### config.mk
export PLATFORM = sky130hd
export DESIGN_NAME = modular_matrix_power_core
export DESIGN_NICKNAME = d
export VERILOG_FILES = /design/src/hw/rtl/mmp_pkg.sv /design/src/hw/rtl/modular_matrix_power_core.sv
export SDC_FILE = /design/constraint.sdc
export NUM_CORES = 2
export LEC_CHECK = 0
export ABC_AREA = 1
export ABC_CLOCK_PERIOD_IN_PS = 17900
export BUFFER_PORTS_ARGS = -buffer_cell sky130_fd_sc_hd__buf_2
export CAP_MARGIN = 10
export CORE_ASPECT_RATIO = 0.5
export CORE_UTILIZATION = 50
export DETAILED_ROUTE_END_ITERATION = 16
export GPL_TIMING_DRIVEN = 0
export HOLD_SLACK_MARGIN = 0.1
export PLACE_DENSITY = 0.65
export SLEW_MARGIN = 20
export SYNTH_ARGS = -nofsm -noshare
export SYNTH_HDL_FRONTEND = slang
export SYNTH_SLANG_ARGS = --single-unit
### constraint.sdc
create_clock -name i_clk -period 17.9 [get_ports i_clk]
set_input_delay 0.895 -clock i_clk [delete_from_list [all_inputs] [get_ports i_clk]]
set_output_delay 0.895 -clock i_clk [all_outputs]
set_load 0.01 [all_outputs]
### src/hw/rtl/mmp_pkg.sv
// ----------------------------------------------------------------------------
// mmp_pkg
// Types and constants shared by the modular matrix power block.
// ----------------------------------------------------------------------------
package mmp_pkg;

    localparam int ENTRY_W     = 30;
    localparam int EXP_W       = 63;
    localparam int DEF_DIM     = 2;
    localparam int DEF_EXP_BITS = 63;
    localparam logic [29:0] PRIME = 30'd1000000007;
    localparam logic [31:0] PRIME_X2 = 32'd2000000014;
    // Barrett factor: floor(2^60 / PRIME).
    localparam logic [30:0] MU = 31'd1152921496;

    typedef struct packed {
        logic [29:0] m00;
        logic [29:0] m01;
        logic [29:0] m10;
        logic [29:0] m11;
        logic [62:0] exponent;
    } t_in_req;

    typedef struct packed {
        logic [29:0] r00;
        logic [29:0] r01;
        logic [29:0] r10;
        logic [29:0] r11;
    } t_out_req;

    typedef enum logic [8:0] {
        ST_IDLE = 9'b000000001,
        ST_RED  = 9'b000000010,
        ST_NEXT = 9'b000000100,
        ST_MUL  = 9'b000001000,
        ST_QEST = 9'b000010000,
        ST_QMUL = 9'b000100000,
        ST_FIX  = 9'b001000000,
        ST_ADD  = 9'b010000000,
        ST_OUT  = 9'b100000000
    } t_state;

endpackage

### src/hw/rtl/modular_matrix_power_core.sv
// ----------------------------------------------------------------------------
// modular_matrix_power_core
// Raises a 2x2 matrix modulo 1000000007 to a 63-bit power.
// ----------------------------------------------------------------------------
// Usage: the input channel carries one request with four matrix entries and
// an exponent; the output channel returns one request with the four result
// entries. A request is accepted when valid is high and stall is low.
// The block works on one request at a time: o_in_stall is high from the
// accept until the result has been taken.
// One shared 31x31 multiplier serves both the matrix terms and a Barrett
// reduction modulo the prime. Each term runs through multiply, quotient
// estimate, quotient times prime, correction and accumulate.
// A matrix product is eight terms, plus a sequencing step in ST_NEXT.
// Each exponent bit up to the top set bit costs one square, and each set
// bit costs one multiply more.
// The result appears once the input entries are reduced and all squares and
// multiplies are done; a zero exponent goes straight to the output. The input
// entries are reduced one at a time. The next request can be accepted in the
// cycle after the result is taken. Only the low EXP_BITS exponent bits count.
// Reset returns the sequencer to idle; no request is held.
// While the receiver stalls, the result holds on the output and no new
// request is accepted.
// ----------------------------------------------------------------------------
module modular_matrix_power_core
    import mmp_pkg::*;
#(
    parameter int EXP_BITS = DEF_EXP_BITS
)
(
    input  logic     i_clk,
    input  logic     i_rst_n,
    input  logic     i_in_valid,
    output logic     o_in_stall,
    input  t_in_req  i_in_data,
    output logic     o_out_valid,
    input  logic     i_out_stall,
    output t_out_req o_out_data
);

    // Exponent bits beyond the field width are not present.
    localparam int USED_BITS = (EXP_BITS < EXP_W) ? EXP_BITS : EXP_W;
    localparam logic [62:0] EXP_MASK = {63{1'b1}} >> (EXP_W - USED_BITS);

    t_state r_state;
    logic [29:0] r_acc [4];
    logic [29:0] r_sq  [4];
    logic [29:0] r_tmp [4];
    logic [62:0] r_ex;
    logic        r_is_sq;    // current product is the square
    logic [1:0]  r_ent;      // entry being built
    logic        r_k;        // term index
    logic [59:0] r_rem;      // term value being reduced
    logic [29:0] r_q;        // quotient estimate
    logic [31:0] r_qp;       // low bits of quotient times prime
    logic [29:0] r_sum;

    // Operand selection for the matrix term.
    logic [1:0]  w_ia, w_ib;
    logic [29:0] w_x, w_y;
    always_comb begin
        w_ia = {r_ent[1], r_k};
        w_ib = {r_k, r_ent[0]};
        w_x  = r_is_sq ? r_sq[w_ia] : r_acc[w_ia];
        w_y  = r_sq[w_ib];
    end

    // The shared multiplier: matrix term, quotient estimate or quotient times prime.
    logic [30:0] w_ma, w_mb;
    logic [61:0] w_prod;
    always_comb begin
        case (r_state)
            ST_QEST: begin
                w_ma = r_rem[59:29];
                w_mb = MU;
            end
            ST_QMUL: begin
                w_ma = {1'b0, r_q};
                w_mb = {1'b0, PRIME};
            end
            default: begin
                w_ma = {1'b0, w_x};
                w_mb = {1'b0, w_y};
            end
        endcase
        w_prod = {31'd0, w_ma} * {31'd0, w_mb};
    end

    // Barrett remainder is below three times P; at most two corrections.
    logic [31:0] w_diff, w_fix;
    logic [30:0] w_addsum, w_addred;
    always_comb begin
        w_diff = r_rem[31:0] - r_qp;
        if (w_diff >= PRIME_X2) begin
            w_fix = w_diff - PRIME_X2;
        end else if (w_diff >= {2'b00, PRIME}) begin
            w_fix = w_diff - {2'b00, PRIME};
        end else begin
            w_fix = w_diff;
        end
        w_addsum = {1'b0, r_sum} + {1'b0, r_rem[29:0]};
        w_addred = (w_addsum >= {1'b0, PRIME}) ? w_addsum - {1'b0, PRIME} : w_addsum;
    end

    assign o_in_stall  = (r_state != ST_IDLE);
    assign o_out_valid = (r_state == ST_OUT);
    assign o_out_data  = '{r00: r_acc[0], r01: r_acc[1], r10: r_acc[2], r11: r_acc[3]};

    always_ff @(posedge i_clk) begin
        if (!i_rst_n) begin
            r_state <= ST_IDLE;
        end else begin
            case (r_state)
                ST_IDLE: begin
                    if (i_in_valid) begin
                        r_sq[0] <= i_in_data.m00;
                        r_sq[1] <= i_in_data.m01;
                        r_sq[2] <= i_in_data.m10;
                        r_sq[3] <= i_in_data.m11;
                        r_acc[0] <= 30'd1; r_acc[1] <= 30'd0;
                        r_acc[2] <= 30'd0; r_acc[3] <= 30'd1;
                        r_ex    <= i_in_data.exponent & EXP_MASK;
                        r_ent   <= 2'd0;
                        r_is_sq <= 1'b0;
                        r_state <= ST_RED;
                    end
                end
                // Entries below 2^30 need at most one subtraction.
                ST_RED: begin
                    if (r_sq[r_ent] >= PRIME) r_sq[r_ent] <= r_sq[r_ent] - PRIME;
                    r_ent <= r_ent + 2'd1;
                    if (r_ent == 2'd3) r_state <= ST_NEXT;
                end
                // Decide the next product from the exponent bits.
                ST_NEXT: begin
                    r_ent <= 2'd0; r_k <= 1'b0; r_sum <= 30'd0;
                    if (r_ex == 63'd0) begin
                        r_state <= ST_OUT;
                    end else if (r_ex[0] && !r_is_sq) begin
                        r_is_sq <= 1'b0;
                        r_state <= ST_MUL;
                    end else begin
                        r_is_sq <= 1'b1;
                        r_state <= ST_MUL;
                    end
                end
                ST_MUL: begin
                    r_rem   <= w_prod[59:0];
                    r_state <= ST_QEST;
                end
                // Quotient estimate from the top bits of the term.
                ST_QEST: begin
                    r_q     <= w_prod[60:31];
                    r_state <= ST_QMUL;
                end
                ST_QMUL: begin
                    r_qp    <= w_prod[31:0];
                    r_state <= ST_FIX;
                end
                ST_FIX: begin
                    r_rem   <= {30'd0, w_fix[29:0]};
                    r_state <= ST_ADD;
                end
                ST_ADD: begin
                    if (!r_k) begin
                        r_sum   <= w_addred[29:0];
                        r_k     <= 1'b1;
                        r_state <= ST_MUL;
                    end else begin
                        r_tmp[r_ent] <= w_addred[29:0];
                        r_sum <= 30'd0;
                        r_k   <= 1'b0;
                        if (r_ent != 2'd3) begin
                            r_ent   <= r_ent + 2'd1;
                            r_state <= ST_MUL;
                        end else begin
                            // Commit the finished product.
                            r_state <= ST_NEXT;
                            if (r_is_sq) begin
                                r_sq[0] <= r_tmp[0]; r_sq[1] <= r_tmp[1];
                                r_sq[2] <= r_tmp[2]; r_sq[3] <= w_addred[29:0];
                                r_ex    <= r_ex >> 1;
                                r_is_sq <= 1'b0;
                            end else begin
                                r_acc[0] <= r_tmp[0]; r_acc[1] <= r_tmp[1];
                                r_acc[2] <= r_tmp[2]; r_acc[3] <= w_addred[29:0];
                                r_is_sq  <= 1'b1;
                            end
                        end
                    end
                end
                ST_OUT: begin
                    r_is_sq <= 1'b0;
                    if (!i_out_stall) r_state <= ST_IDLE;
                end
                default: r_state <= ST_IDLE;
            endcase
        end
    end

    // The reduced term is below P before the add.
    a_red: assert property (@(posedge i_clk) disable iff (!i_rst_n)
        (r_state == ST_ADD) |-> (r_rem < 60'd1000000007)) else $error("reduce");
    a_hold: assert property (@(posedge i_clk) disable iff (!i_rst_n)
        (o_out_valid && i_out_stall) |=> o_out_valid) else $error("hold");
    a_ent: assert property (@(posedge i_clk) disable iff (!i_rst_n)
        o_out_valid |-> (r_acc[0] < PRIME && r_acc[3] < PRIME)) else $error("range");

endmodule

* After elaboration in Yosys (flattened, before gate mapping) *
Memory sizes are Yosys's and may differ from the RTL's. A register that Yosys moved wholly into a read port is not among the register bits.
Cells that the tools add are included.

operators by class
  $add $sub $neg = 7
  multipliers = 1
  $lt $le $gt $ge = 4
  equality and inequality tests = 20
  muxes and demuxes = 69
  bitwise operators = 8
  reduce and logical (&&, ||, !) cells = 17

operators with widths
  operator                  number
  $mux W30                  14
  $mux W63                  4
  $pmux W63 S2              1
  $pmux W31 S2              2
  $pmux W60 S2              1
  $sub A30 B30 Y30 const B  4
  $pmux W9 S9               1
  $logic_not A63 Y1         1
  $mul A31 B31 Y61          1
  $pmux W30 S2              1
  $mux W9                   4
  $ge A32 B30 Y1 const B    1
  $ge A32 B31 Y1 const B    1
  $sub A32 B32 Y32          1
  $add A30 B30 Y31          1
  $ge A31 B30 Y1 const B    1
  $mux W1                   31
  $ge A30 B30 Y1 const B    1
  $reduce_or A30 Y1         1
  $ne A2 B2 Y1 const B      9
  $reduce_and A6 Y1         2
  $mux W2                   5
  $eq A9 B1 Y1 const B      1
  $eq A9 B2 Y1 const B      1
  other kinds (22)          36

word-level totals
  bits in registers = 228
  RAM bits = 360
  bits of input ports = 187
  output and inout bits = 122
  logic and storage cells = 138
  memories kept = 3

memory list
  name   depth  bits a word  rd ports  clocked after Yosys merged registers in  wr ports  RTL line                         RTL
  r_acc  4      30           5         0                                        4         modular_matrix_power_core.sv:45  logic [29:0] r_acc [4];
  r_sq   4      30           3         1                                        4         modular_matrix_power_core.sv:46  logic [29:0] r_sq [4];
  r_tmp  4      30           3         0                                        1         modular_matrix_power_core.sv:47  logic [29:0] r_tmp [4];

* Depth between registers and ports, before layout *
  word-level depth = 8
  gate-level depth with buffers = 46
  mapped depth without buffers = 44

* Worst setup path after synthesis *
Ideal clock, no wire load.

  path kind = register -> register
  from = register r_ent[1]
  to = register r_rem[54], data pin
  setup time = 0.255 ns
  arrival = 8.178 ns
  required time = 17.645 ns
  slack = 9.467 ns
  stages on the path, launching flop included = 35
  path buffers = 4
  period minus slack after synthesis = 8.433 ns
  path through = edfxtp_1 inv_1 buf_2 buf_2 buf_1 a32o_1 o21ai_0 a32o_1 a21oi_2 clkbuf_1 nor2_1 fa_1 fa_1 inv_1 fa_1 fa_1 fa_1 inv_1 fa_1 fa_1 fa_1 ha_1 nand2_1 nor2_1 nand2_1 nor4_1 nand2_1 nand3_1 nand2_1 nand2_1 a21oi_1 o21ai_0 a21oi_1 xnor2_1 and2_1

between the ends
  word-level cells in the longest chain between the ends = 5
  elaborated cells on any way between the ends = 6
  those cells by class = mul (1); mux (3); memory (2)

RTL lines
  what                                      RTL line                          RTL
  start: declaration                        modular_matrix_power_core.sv:50   logic [1:0] r_ent;
  start signal: assignment                  modular_matrix_power_core.sv:130  r_ent <= r_ent + 2'd1;
  start signal: assignment                  modular_matrix_power_core.sv:173  r_ent <= r_ent + 2'd1;
  $mem_v2 Z4 W30, on equally long branches  n/a
  $mux W30 *                                modular_matrix_power_core.sv:63   w_x = r_is_sq ? r_sq[w_ia] : r_acc[w_ia];
  $pmux W31 S2 *                            modular_matrix_power_core.sv:71   case (r_state)
  $mul A31 B31 Y61 *                        modular_matrix_power_core.sv:85   w_prod = {31'd0, w_ma} * {31'd0, w_mb};
  net w_prod[54]                            modular_matrix_power_core.sv:69   logic [61:0] w_prod;
  $pmux W60 S2 *                            modular_matrix_power_core.sv:112  case (r_state)
  end signal: assignment                    modular_matrix_power_core.sv:147  r_rem <= w_prod[59:0];
  end signal: assignment                    modular_matrix_power_core.sv:160  r_rem <= {30'd0, w_fix[29:0]};
  end: declaration                          modular_matrix_power_core.sv:52   logic [59:0] r_rem;

The timed path passes the listed nets; every way through them passes the cells marked *.
A chain may end at the register's enable or synchronous reset.

* Worst setup path in the final report *
  from = register r_ent[1]
  to = register r_q[26], data pin

between the ends
  word-level cells in the longest chain between the ends = 4
  elaborated cells on any way between the ends = 5
  those cells by class = mul (1); mux (2); memory (2)

RTL lines
  what                                      RTL line                          RTL
  $mem_v2 Z4 W30, on equally long branches  n/a
  $mux W30 *                                modular_matrix_power_core.sv:63
  $pmux W31 S2 *                            modular_matrix_power_core.sv:71
  $mul A31 B31 Y61 *                        modular_matrix_power_core.sv:85
  net w_prod[57]                            modular_matrix_power_core.sv:69
  end signal: assignment                    modular_matrix_power_core.sv:152  r_q <= w_prod[60:31];
  end: declaration                          modular_matrix_power_core.sv:53   logic [29:0] r_q;

Marked as above.

==> impl_metrics.json <==
{
  "outcome": "finished, final reports clean",
  "fill_cells": 12781,
  "cts.path.max_buffers": 3,
  "grt-ovfl-total": 0,
  "syn_inst": 8470,
  "synth-edff-count": 549,
  "clk_latency_ns": 0.71,
  "yosysWarnings": 0,
  "max_freq_ghz": 0.0774,
  "finalWirelength_um": 301000,
  "drv_cap": 0,
  "period_share": 0.722,
  "critical-path-top-delay-family": "adder cells",
  "numPortBuffers": 308,
  "synthTopCellsByCount": "nand2_1 (2249), inv_1 (1655), nor2_1 (920), fa_1 (838), edfxtp_1 (549)",
  "cts_setup_buffers": 0,
  "drt_iter0_markers": 9063,
  "clock_skew_ns": 0.0823,
  "initial_utilization": 0.506,
  "crit_required_ns": 18.32,
  "num_rows": 94,
  "htreeDepth": 2,
  "antenna_left": 0,
  "netlist_top_cells_area": "fa_1 (25%), edfxtp_1 (25%), nand2_1 (13%)",
  "seqCellArea_sq_um": 16700,
  "core_sq_um": 132000,
  "hold_violations": 0,
  "worst_slack_ns": 4.98,
  "tritoncts": "built",
  "critical_path.slowest_cell": "a21oi_1",
  "synth_ff_type": "edfxtp_1",
  "path_max_fanout": 10,
  "max_slew_margin": 0.106,
  "multi_input_area_sq_um": 42600,
  "fin_setup_tns_ns": 0,
  "synth_top_family_by_area": "adder cells",
  "first_global_vias": 59713,
  "numCtsBuffers": 59,
  "dieArea_sq_um": 135000,
  "dpl_worst_slack_ns": 5.58,
  "synth-compound-area-share": 0.0842,
  "crit_arrival_ns": 13.35,
  "setup_viol": 0,
  "num_vias": 63184,
  "synth-simple-area-share": 0.222,
  "cts.clk_slew.worst_paths_ns": 0.07,
  "cp_common_cell": "fa_1",
  "synthToLayoutAreaGrowth_pct": 9.59,
  "ctsResizeCount": 0,
  "cp-start-kind": "register",
  "synth_area_sq_um": 66900,
  "drv_slew": 0,
  "cp-startpoint": "r_ent[1]",
  "finalCriticalPeriod_ns": 12.92,
  "synth-seq-cells": 560,
  "hp-class": "in2reg",
  "ios": 309,
  "synthXorXnorAreaFrac": 0.0174,
  "viasPerCell": 5.90,
  "grt_antenna_before_repair": 23,
  "synth_area_leader_cell": "fa_1",
  "seq_area_frac_synth": 0.250,
  "dp.cells": 10595,
  "die_height_um": 261,
  "drive_gt1_frac": 0.0721,
  "worstHoldStart": "i_in_data[57]",
  "grt_pass1_wl_um": 423000,
  "rsz0062_at_grt": "no",
  "grt_usage": 0.443,
  "detail_route.wl_per_cell_um": 28.1,
  "cp_num_buf_inv": 9,
  "drt_first_pass_iters": 7,
  "root_buffer": "clkbuf_16",
  "max_stage_delay_ns": 0.99,
  "finalCoreUtilization": 0.555,
  "grt_max_degree": 59,
  "gp_congestion": 1.10,
  "yosysMostFrequentCell": "nand2_1",
  "place_hpwl_um": 249000,
  "synthMuxAreaShare": 0.000150,
  "ctsHoldBuffers": 0,
  "async_flop_share": 0,
  "synthDistinctLibCells": 58,
  "instances_no_fill": 10711,
  "worst_slew_pin_slew_ns": 1.34,
  "synth_top_area_share": 0.251,
  "rr_startpoint": "r_ent[1]",
  "end_kind": "register",
  "synth.avg_cell_area_sq_um": 7.90,
  "die_w_um": 519,
  "critical_path_class": "reg2reg",
  "synthAdderAreaFrac": 0.311,
  "drc": 0,
  "nets": 10224,
  "clkSinkCount": 560
}
## metrics by stage
step	area (sq um)	hold WS, ns
finish	73300	0.454
global route	73300	0.460
CTS	73300	0.442
detailed placement	71300	0.515
global placement	70700	0.512
floorplan	66900	0.491
## worst register-to-register path, delay by kind of cell, from the launching register on
family | cells | cell delay (ns)
adder cells (fa/ha/maj) | 9 | 4.74
AO/OA/AOI/OAI | 5 | 2.96
buffers and inverters | 9 | 2.75
AND/OR/NAND/NOR | 7 | 1.40
flip-flops | 1 | 0.55
XOR/XNOR | 1 | 0.26
## path summary, 6_finish.rpt
| check | slack (ns) | depth (start not counted) | end |
|---|---|---|---|
| worst max register to register | 4.98 | 31 | r_q[26] |
| worst min-delay path | 0.45 | 3 | r_ex[57] |
| worst max-delay path | 4.98 | 31 | r_q[26] |
| worst min register to register | 0.53 | 2 | r_acc[0][0] |
## cell families after synthesis
kind of cell,Yosys count
AO/OA/AOI/OAI,910
buffers and inverters,2013
other,2
AND/OR/NAND/NOR,3695
multiplexers,1
adder cells (fa/ha/maj),1157
flip-flops,560
XOR/XNOR,132
## layout by cell type (no fill, tap or decap), types with 10 or more instances in the layout
cell	synthesis	final
clkbuf_16	0	59
inv_2	20	20
ha_1	319	319
fa_1	838	838
conb_1	2	17
nand3b_1	14	14
o21a_1	19	19
nand3_1	286	285
a32o_1	49	49
clkbuf_1	205	220
clkinv_1	17	26
buf_2	70	378
a31oi_1	36	36
xnor2_1	39	39
o21ai_1	69	67
o21ai_0	247	244
nand4_1	49	49
xor2_1	92	92
and2_1	15	15
nor3_1	43	43
or2_2	27	27
a32oi_1	10	10
o21bai_1	10	10
nor2_1	920	914
buf_1	29	29
nand2_1	2249	2243
dfxtp_1	11	11
nor2_2	17	17
nor4_1	24	23
edfxtp_1	549	549
a21oi_1	228	227
buf_4	13	19
o211ai_1	189	189
inv_1	1655	1655
a21o_1	15	15
nand2_2	21	25
## routing by layer
layer / global-route usage / wire [um] / vias to the layer above
met3: 0.155 / 46000 / 840
met1: 0.596 / 115000 / 30712
met5: 0 / 90 / -
met4: 0.234 / 18900 / 12
li1: - / - / 27107
met2: 0.626 / 121000 / 4513
## final cells by class
class,instances,area share
multi-input combinational,5912,0.582
sequential,560,0.228
inverter,1692,0.0867
tap,1776,0.0303
timing repair buffer,334,0.0278
clock buffer,76,0.0210
buffer,321,0.0187
clock inverter,32,0.00534
antenna,8,0.000273
## flip-flops by register name, indices dropped and copies added (netlist names), named ones only
signal and cells:
r_state 9, r_rem 60, r_tmp 90, r_ent 2
r_qp 32, r_q 30, r_ex 63, r_acc 120
r_sq 120, r_is_sq 1, r_k 1, r_sum 30
Power is left out: the tool's default activity adds up to more than one toggle a clock period on the data nets, which glitch-free logic cannot reach.
